--- config.mk ---
export PLATFORM = sky130hd
export DESIGN_NAME = i2c_bit_level_master
export DESIGN_NICKNAME = d
export VERILOG_FILES = /design/src/design/i2cbm_pkg.sv /design/src/design/i2cbm_seq.sv /design/src/design/i2c_bit_level_master.sv
export SDC_FILE = /design/constraint.sdc
export NUM_CORES = 1
export LEC_CHECK = 0
export BUFFER_PORTS_ARGS = -buffer_cell sky130_fd_sc_hd__buf_4
export CAP_MARGIN = 20
export CORE_MARGIN = 4
export CORE_UTILIZATION = 48
export CTS_BUF_LIST = sky130_fd_sc_hd__clkbuf_8
export CTS_CLUSTER_DIAMETER = 30
export DETAILED_ROUTE_END_ITERATION = 6
export PLACE_DENSITY = 0.66
export RECOVER_POWER = 25
export REMOVE_ABC_BUFFERS = 1
export SLEW_MARGIN = 20
export SYNTH_ARGS = -nofsm -noshare
export SYNTH_HDL_FRONTEND = slang
export SYNTH_HIERARCHICAL = 1
export SYNTH_SLANG_ARGS = --single-unit
--- constraint.sdc ---
create_clock -name clk -period 12.4 [get_ports clk]
set_input_delay 1.86 -clock clk [delete_from_list [all_inputs] [get_ports clk]]
set_output_delay 1.86 -clock clk [all_outputs]
set_load 0.005 [all_outputs]
--- src/design/i2cbm_pkg.sv ---
// Shared types and constants of the bit-level I2C master.
package i2cbm_pkg;

	localparam int unsigned HpW = 16;
	localparam int unsigned ToW = 8;
	localparam int unsigned CfgW = 16;
	localparam int unsigned InW = 16;
	localparam int unsigned OutW = 16;

	localparam logic [HpW-1:0] HALF_PERIOD_RESET = 16'd100;
	localparam logic [ToW-1:0] ACK_TIMEOUT_RESET = 8'd250;
	localparam logic [7:0] MSB_MASK = 8'h80;

	typedef enum logic [0:0] {
		REG_HALF_PERIOD = 1'b0,
		REG_ACK_TIMEOUT = 1'b1
	} reg_idx_t;

	typedef enum logic [1:0] {
		OP_START = 2'd0,
		OP_STOP  = 2'd1,
		OP_WRITE = 2'd2,
		OP_READ  = 2'd3
	} op_t;

	typedef enum logic [14:0] {
		PH_IDLE    = 15'b000000000000001,
		PH_ST_A    = 15'b000000000000010,
		PH_ST_B    = 15'b000000000000100,
		PH_SP_A    = 15'b000000000001000,
		PH_SP_B    = 15'b000000000010000,
		PH_SP_C    = 15'b000000000100000,
		PH_WR_LO   = 15'b000000001000000,
		PH_WR_HI   = 15'b000000010000000,
		PH_WA_LO   = 15'b000000100000000,
		PH_WA_HI   = 15'b000001000000000,
		PH_WA_POLL = 15'b000010000000000,
		PH_RD_LO   = 15'b000100000000000,
		PH_RD_HI   = 15'b001000000000000,
		PH_RK_LO   = 15'b010000000000000,
		PH_RK_HI   = 15'b100000000000000
	} phase_t;

	typedef struct packed {
		logic       sda_sample;
		logic       send_ack;
		logic [7:0] tx_byte;
		logic [1:0] operation;
		logic       cmd_valid;
	} req_t;

	typedef struct packed {
		logic       ack_error;
		logic [7:0] rx_byte;
		logic       done_res;
		logic       busy_res;
		logic       sda_drive;
		logic       sda_level;
		logic       scl_level;
	} res_t;

	typedef struct packed {
		logic scl;
		logic sda;
		logic drv;
	} pins_t;

endpackage

--- src/design/i2cbm_seq.sv ---
// Bus phase sequencer: state registers and the per-request update.
module i2cbm_seq (
	input  logic                      clk,
	input  logic                      arst_n,
	input  logic                      step,
	input  i2cbm_pkg::req_t           req,
	input  logic [i2cbm_pkg::HpW-1:0] half_period,
	input  logic [i2cbm_pkg::ToW-1:0] ack_timeout,
	output i2cbm_pkg::res_t           res
);
	import i2cbm_pkg::*;

	phase_t     ph_q, ph_d, nxt_ph;
	logic [3:0] bits_q, bits_d;
	logic [7:0] sh_q, sh_d;
	logic [HpW-1:0] tick_q, tick_d;
	logic [ToW-1:0] wait_q, wait_d;
	logic       scl_q, sda_q, drv_q, ackc_q, err_q;
	logic       ackc_d, err_d, done_d;
	logic [7:0] rx_q, rx_d;
	pins_t      pins_d;
	logic       go;
	logic [HpW-1:0] hp;
	logic [ToW-1:0] to;
	logic [HpW:0]   tick_inc;
	logic [ToW-1:0] wait_inc;
	logic [3:0]     bits_inc;

	function automatic pins_t enter_pins(phase_t p, logic msb, logic ackc, pins_t cur);
		pins_t r;
		r = cur;
		case (p)
			PH_ST_A:  r = '{scl: 1'b1, sda: 1'b1, drv: 1'b1};
			PH_ST_B:  r = '{scl: 1'b1, sda: 1'b0, drv: 1'b1};
			PH_SP_A:  r = '{scl: 1'b0, sda: 1'b0, drv: 1'b1};
			PH_SP_B:  r = '{scl: 1'b1, sda: 1'b0, drv: 1'b1};
			PH_SP_C:  r = '{scl: 1'b1, sda: 1'b1, drv: 1'b1};
			PH_WR_LO: r = '{scl: 1'b0, sda: msb, drv: 1'b1};
			PH_WA_LO, PH_RD_LO: r = '{scl: 1'b0, sda: 1'b1, drv: 1'b0};
			PH_RK_LO: r = '{scl: 1'b0, sda: ~ackc, drv: 1'b1};
			default:  r.scl = 1'b1;
		endcase
		return r;
	endfunction

	assign hp       = (half_period == '0) ? HpW'(1) : half_period;
	assign to       = (ack_timeout == '0) ? ToW'(1) : ack_timeout;
	assign tick_inc = {1'b0, tick_q} + (HpW+1)'(1);
	assign wait_inc = wait_q + ToW'(1);
	assign bits_inc = bits_q + 4'd1;

	always_comb begin
		ph_d    = ph_q;
		bits_d  = bits_q;
		sh_d    = sh_q;
		tick_d  = tick_q;
		wait_d  = wait_q;
		ackc_d  = ackc_q;
		err_d   = err_q;
		rx_d    = rx_q;
		done_d  = 1'b0;
		pins_d  = '{scl: scl_q, sda: sda_q, drv: drv_q};
		go      = 1'b0;
		nxt_ph  = PH_IDLE;
		case (ph_q)
			PH_IDLE: begin
				if (req.cmd_valid) begin
					go = 1'b1;
					case (op_t'(req.operation))
						OP_START: nxt_ph = PH_ST_A;
						OP_STOP:  nxt_ph = PH_SP_A;
						OP_WRITE: begin
							sh_d   = req.tx_byte;
							bits_d = 4'd0;
							err_d  = 1'b0;
							nxt_ph = PH_WR_LO;
						end
						default: begin
							sh_d   = 8'd0;
							bits_d = 4'd0;
							ackc_d = req.send_ack;
							nxt_ph = PH_RD_LO;
						end
					endcase
				end
			end
			PH_WA_POLL: begin
				if (!req.sda_sample) begin
					pins_d.scl = 1'b0;
					ph_d       = PH_IDLE;
					tick_d     = '0;
					done_d     = 1'b1;
				end else begin
					wait_d = wait_inc;
					if (wait_inc >= to) begin
						err_d  = 1'b1;
						go     = 1'b1;
						nxt_ph = PH_SP_A;
					end
				end
			end
			default: begin
				if (tick_inc < {1'b0, hp}) begin
					tick_d = tick_inc[HpW-1:0];
				end else begin
					case (ph_q)
						PH_ST_A: begin go = 1'b1; nxt_ph = PH_ST_B; end
						PH_ST_B: begin
							pins_d.scl = 1'b0;
							ph_d       = PH_IDLE;
							tick_d     = '0;
							done_d     = 1'b1;
						end
						PH_SP_A: begin go = 1'b1; nxt_ph = PH_SP_B; end
						PH_SP_B: begin go = 1'b1; nxt_ph = PH_SP_C; end
						PH_SP_C: begin
							ph_d   = PH_IDLE;
							tick_d = '0;
							done_d = 1'b1;
						end
						PH_WR_LO: begin go = 1'b1; nxt_ph = PH_WR_HI; end
						PH_WR_HI: begin
							sh_d   = {sh_q[6:0], 1'b0};
							bits_d = bits_inc;
							go     = 1'b1;
							nxt_ph = (bits_inc >= 4'd8) ? PH_WA_LO : PH_WR_LO;
						end
						PH_WA_LO: begin go = 1'b1; nxt_ph = PH_WA_HI; end
						PH_WA_HI: begin
							wait_d = '0;
							go     = 1'b1;
							nxt_ph = PH_WA_POLL;
						end
						PH_RD_LO: begin go = 1'b1; nxt_ph = PH_RD_HI; end
						PH_RD_HI: begin
							sh_d   = {sh_q[6:0], req.sda_sample};
							bits_d = bits_inc;
							go     = 1'b1;
							nxt_ph = (bits_inc >= 4'd8) ? PH_RK_LO : PH_RD_LO;
						end
						PH_RK_LO: begin go = 1'b1; nxt_ph = PH_RK_HI; end
						PH_RK_HI: begin
							pins_d.scl = 1'b0;
							rx_d       = sh_q;
							ph_d       = PH_IDLE;
							tick_d     = '0;
							done_d     = 1'b1;
						end
						default: begin
							ph_d   = PH_IDLE;
							tick_d = '0;
						end
					endcase
				end
			end
		endcase
		if (go) begin
			ph_d   = nxt_ph;
			tick_d = '0;
			pins_d = enter_pins(nxt_ph, |(sh_d & MSB_MASK), ackc_d, pins_d);
		end
	end

	always_ff @(posedge clk or negedge arst_n) begin
		if (!arst_n) begin
			ph_q   <= PH_IDLE;
			bits_q <= 4'd0;
			sh_q   <= 8'd0;
			tick_q <= '0;
			wait_q <= '0;
			scl_q  <= 1'b1;
			sda_q  <= 1'b1;
			drv_q  <= 1'b1;
			ackc_q <= 1'b0;
			err_q  <= 1'b0;
			rx_q   <= 8'd0;
		end else if (step) begin
			ph_q   <= ph_d;
			bits_q <= bits_d;
			sh_q   <= sh_d;
			tick_q <= tick_d;
			wait_q <= wait_d;
			scl_q  <= pins_d.scl;
			sda_q  <= pins_d.sda;
			drv_q  <= pins_d.drv;
			ackc_q <= ackc_d;
			err_q  <= err_d;
			rx_q   <= rx_d;
		end
	end

	always_comb begin
		res.scl_level = pins_d.scl;
		res.sda_level = pins_d.sda;
		res.sda_drive = pins_d.drv;
		res.busy_res  = (ph_d != PH_IDLE);
		res.done_res  = done_d;
		res.rx_byte   = rx_d;
		res.ack_error = err_d;
	end

endmodule

--- src/design/i2c_bit_level_master.sv ---
// Bit-level I2C master top level: request register, sequencer, result register.
// A request is held in the request register and its result is captured in the result register.
// Throughput: one request per cycle; tready drops only while the result stage stalls.
// The sequencer update between the request and result registers sets that rate.
// Reset (arst_n low, asynchronous): bus lines driven high, idle, both stages empty,
// half period 100 ticks and ack timeout 250 ticks.
module i2c_bit_level_master (
	input  logic                       clk,
	input  logic                       arst_n,
	input  logic                       s_tvalid,
	output logic                       s_tready,
	// [0] cmd_valid, [2:1] operation, [10:3] tx_byte, [11] send_ack, [12] sda_sample
	input  logic [i2cbm_pkg::InW-1:0]  s_tdata,
	output logic                       m_tvalid,
	input  logic                       m_tready,
	// [0] scl_level, [1] sda_level, [2] sda_drive, [3] busy_res, [4] done_res,
	// [12:5] rx_byte, [13] ack_error
	output logic [i2cbm_pkg::OutW-1:0] m_tdata,
	input  logic                       cfg_we,
	input  logic                       cfg_index,
	input  logic [i2cbm_pkg::CfgW-1:0] cfg_data
);
	import i2cbm_pkg::*;

	logic           req_valid_s1;
	req_t           req_s1;
	logic           out_valid_q;
	logic [OutW-1:0] out_data_q;
	logic           advance;
	logic           step;
	logic [HpW-1:0] half_period_q;
	logic [ToW-1:0] ack_timeout_q;
	res_t           res;

	assign advance  = !out_valid_q || m_tready;
	assign step     = req_valid_s1 && advance;
	assign s_tready = !req_valid_s1 || advance;
	assign m_tvalid = out_valid_q;
	assign m_tdata  = out_data_q;

	always_ff @(posedge clk or negedge arst_n) begin
		if (!arst_n) begin
			half_period_q <= HALF_PERIOD_RESET;
			ack_timeout_q <= ACK_TIMEOUT_RESET;
		end else if (cfg_we) begin
			case (reg_idx_t'(cfg_index))
				REG_HALF_PERIOD: half_period_q <= cfg_data;
				REG_ACK_TIMEOUT: ack_timeout_q <= cfg_data[ToW-1:0];
				default: ;
			endcase
		end
	end

	always_ff @(posedge clk or negedge arst_n) begin
		if (!arst_n) begin
			req_valid_s1 <= 1'b0;
		end else if (s_tready) begin
			req_valid_s1 <= s_tvalid;
		end
	end

	always_ff @(posedge clk) begin
		if (s_tready && s_tvalid) begin
			req_s1 <= req_t'(s_tdata[$bits(req_t)-1:0]);
		end
	end

	always_ff @(posedge clk or negedge arst_n) begin
		if (!arst_n) begin
			out_valid_q <= 1'b0;
		end else if (advance) begin
			out_valid_q <= req_valid_s1;
		end
	end

	always_ff @(posedge clk) begin
		if (step) begin
			out_data_q <= OutW'(res);
		end
	end

	i2cbm_seq u_seq (
		.clk         (clk),
		.arst_n      (arst_n),
		.step        (step),
		.req         (req_s1),
		.half_period (half_period_q),
		.ack_timeout (ack_timeout_q),
		.res         (res)
	);

endmodule
==> results.cfg <==
[final_layout]
diodes = 0
syn2layout_area_growth_pct = 12.18
finalInstanceArea_mm2 = 0.007376
drive_gt1_share_pct = 22.49
fin_nets = 750
num-fill-cells = 1187

[detailed_routing]
drc = 0
routed_via_density = 5.864
drtIter0Drc = 444
ant_nets = 0
firstDrtPassIters = 5
vias = 5125
wl_mm = 15.33
routedWlPerCell_um = 17.54

[clocking]
clkLatencyLatePin_ns = 0.44
cts_hold_buf = 0
clockBufferDepth = 2
clkSlewWorstSetupHoldPaths_ns = 0.07
cts_resized = 0
post_cts_buffers = 0
ctsRootBufferMaster = clkbuf_8
cts_sinks = 117
ctsHtreeMaxLevel = 4
cts_inserted_buffers = 17
cts_tree = built

[logic_synthesis]
syn_inst = 644
syn_area_per_cell_um2 = 10.21
yosysUniqueCellTypes = 71
synth_ff_type = dfrtp_1
ys_ff_latch = 117
synth_area_mm2 = 0.006575
yosysWarnings = 6
seq_area_frac_synth_pct = 46.83
synth_edf_count = 27
synthArstFlopShare_pct = 76.92

[critical_path]
cpMaxStageDelayCell = clkbuf_1
critPathBufInv = 2
cpPeakStageDelay_ns = 2.53
crit_path_frequent_cell = clkbuf_1
critPathKind = in2async
critPathLaunchType = input pin
arrival_ns = 5.46
critPathMaxFanout = 65
cpLargestDelayFamily = buffers and inverters
crit_required_ns = 12.16
cp_cell_sequence = clkbuf_1 -> clkbuf_1
endpoint_kind = async pin

[status]
violations = capacitance limit, slew limit
run_status = finished with violations

[global_routing]
grt_pass1_wl_mm = 25.69
antenna_found_initial = 0
grt_max_degree = 66
grt_pass1_vias = 5031
overflow = 0
grt_usage_pct = 20.24

[pwr]
p_leak_nw = 3.274
finalPower_uw = 885.3
pwr_density_cell_mw_per_mm2 = 120.0
peakVddDrop_mv = 0.07458

[timing]
slew_violations = 66
period_share_pct = 45.98
clock_skew_ns = 0.01278
setup-tns-final_ns = 0
setup_viol = 0
rsz0062_at_grt = false
holdWs_ns = 0.4741
fmax_ghz = 0.1754
max-slew-margin-rel_pct = -131.1
hold_viol_final = 0
period_minus_slack_ns = 5.702
max_slew.worst_pin.slew_ns = 3.466

[placement]
hpwl_mm = 10.93
io_buffer_count = 50
place_congestion = 0.8757
post_dp_cell_area_mm2 = 0.007030

[floorplanning]
die_width_um = 125.0
core-area_mm2 = 0.01335
die_h_um = 125.0
io-pin-count = 56
rows = 42
dieArea_mm2 = 0.01564
start_util_pct = 49.26

[hold_path]
min_path_type = reg2reg

[run]
maxCapViolCount = 1
-- cells by family after synthesis --
family          count (synthesis)  synth area share, %
flops                         117                46.83
fa+ha+maj                      26                4.948
other cells                     1              0.05703
buf+inv                        62                4.415
compound gates                128                13.42
xor+xnor                       25                3.330
simple gates                  241                18.92
mux                            44                8.088
-- power by group --
part / internal, mW / switching, mW
Sequential: 0.425 / 0.0232
Clock: 0.161 / 0.159
Combinational: 0.0545 / 0.0625
Total: 0.640 / 0.245
-- Yosys cell counts (5+ instances only) --
cell       n  area [um2]
a21o_1     5       37.54
a21oi_1   17       85.08
a22oi_1    7       52.55
a31oi_1    8       50.05
a32o_1     6       60.06
and2_1     5       31.28
and3_1    11       68.82
buf_2      6       30.03
clkbuf_1  15       56.30
dfrtp_1   77        1927
dfstp_2   13       341.6
edfxtp_1  27       810.8
ha_1      26       325.3
inv_1     30       112.6
mux2_2    33       371.6
mux2_4    10       150.1
nand2_1   73       274.0
nand2b_1  12       75.07
nand3_1   31       155.2
nand4_1    9       56.30
nor2_1    41       153.9
nor3_1    11       55.05
nor4_1    12       75.07
nor4b_1    5       43.79
o21ai_0   43       215.2
o31ai_1    8       60.06
or4_1      7       52.55
xnor2_1   14       122.6
xor2_1    11       96.34
-- final timing paths --
check,endpoint,slack [ns],start,cells past startpoint
max,u_seq/ackc_q,6.70,arst_n,2
min,u_seq/drv_q,0.47,u_seq/drv_q,2
max reg2reg,m_tdata[3],7.35,u_seq/tick_q[0],15
min reg2reg,u_seq/drv_q,0.47,u_seq/drv_q,2
max in group clk,m_tdata[3],7.35,u_seq/tick_q[0],15
min in group asynchronous,u_seq/wait_q[6],1.76,arst_n,1
-- registers in the layout, summed over array words and instances (netlist names) --
register / flops
half_period_q: 16
u_seq/tick_q: 16
u_seq/ph_q: 15
m_tdata: 14
req_s1: 13
ack_timeout_q: 8
u_seq/rx_q: 8
u_seq/sh_q: 8
u_seq/wait_q: 8
u_seq/bits_q: 4
m_tvalid: 1
req_valid_s1: 1
u_seq/ackc_q: 1
u_seq/drv_q: 1
u_seq/err_q: 1
u_seq/scl_q: 1
u_seq/sda_q: 1
-- cell type report --
type                            count  area (um2)  area share (%)
Sequential cell                   117        3079           41.75
Clock inverter                     13       108.9           1.476
Multi-Input combinational cell    466        3213           43.56
Tap cell                          176       220.2           2.986
Timing Repair Buffer               54       394.1           5.344
Clock buffer                       18       247.7           3.359
Inverter                           30       112.6           1.527
-- cell usage in the layout, fill, tap and decap left out, types with 7 or more instances in the layout --
cell,n
a21oi_1,17
buf_4,37
clkbuf_8,18
nor3_1,11
ha_1,26
o21ai_0,43
mux2_2,33
nand2b_1,12
and3_1,11
mux2_4,10
a31oi_1,8
inv_1,31
o31ai_1,8
dfrtp_1,77
nand4_1,9
xor2_1,11
a22oi_1,7
nor2_1,41
or4_1,7
edfxtp_1,27
nor4_1,12
xnor2_1,14
dfstp_2,13
nand3_1,31
nand2_1,73
clkbuf_4,14
-- per-stage QoR --
stage | std cells | worst slack [ns] | utilization, %
2_1_floorplan | 613 | 7.923 | -
3_3_place_gp | 843 | 7.531 | 52.67
3_5_place_dp | 843 | 7.445 | 52.67
4_1_cts | 874 | 7.423 | 55.34
5_1_grt | 874 | 5.727 | 55.26
6_report | 874 | 6.698 | 55.26
-- metal layers --
layer,global-route usage [%],part of all wire (%)
met1,27.33,46
met3,4.989,5.6
met5,0,0
met2,32.24,47
met4,6.633,1.8
No activity file was read; power rests on OpenSTA's default activity.
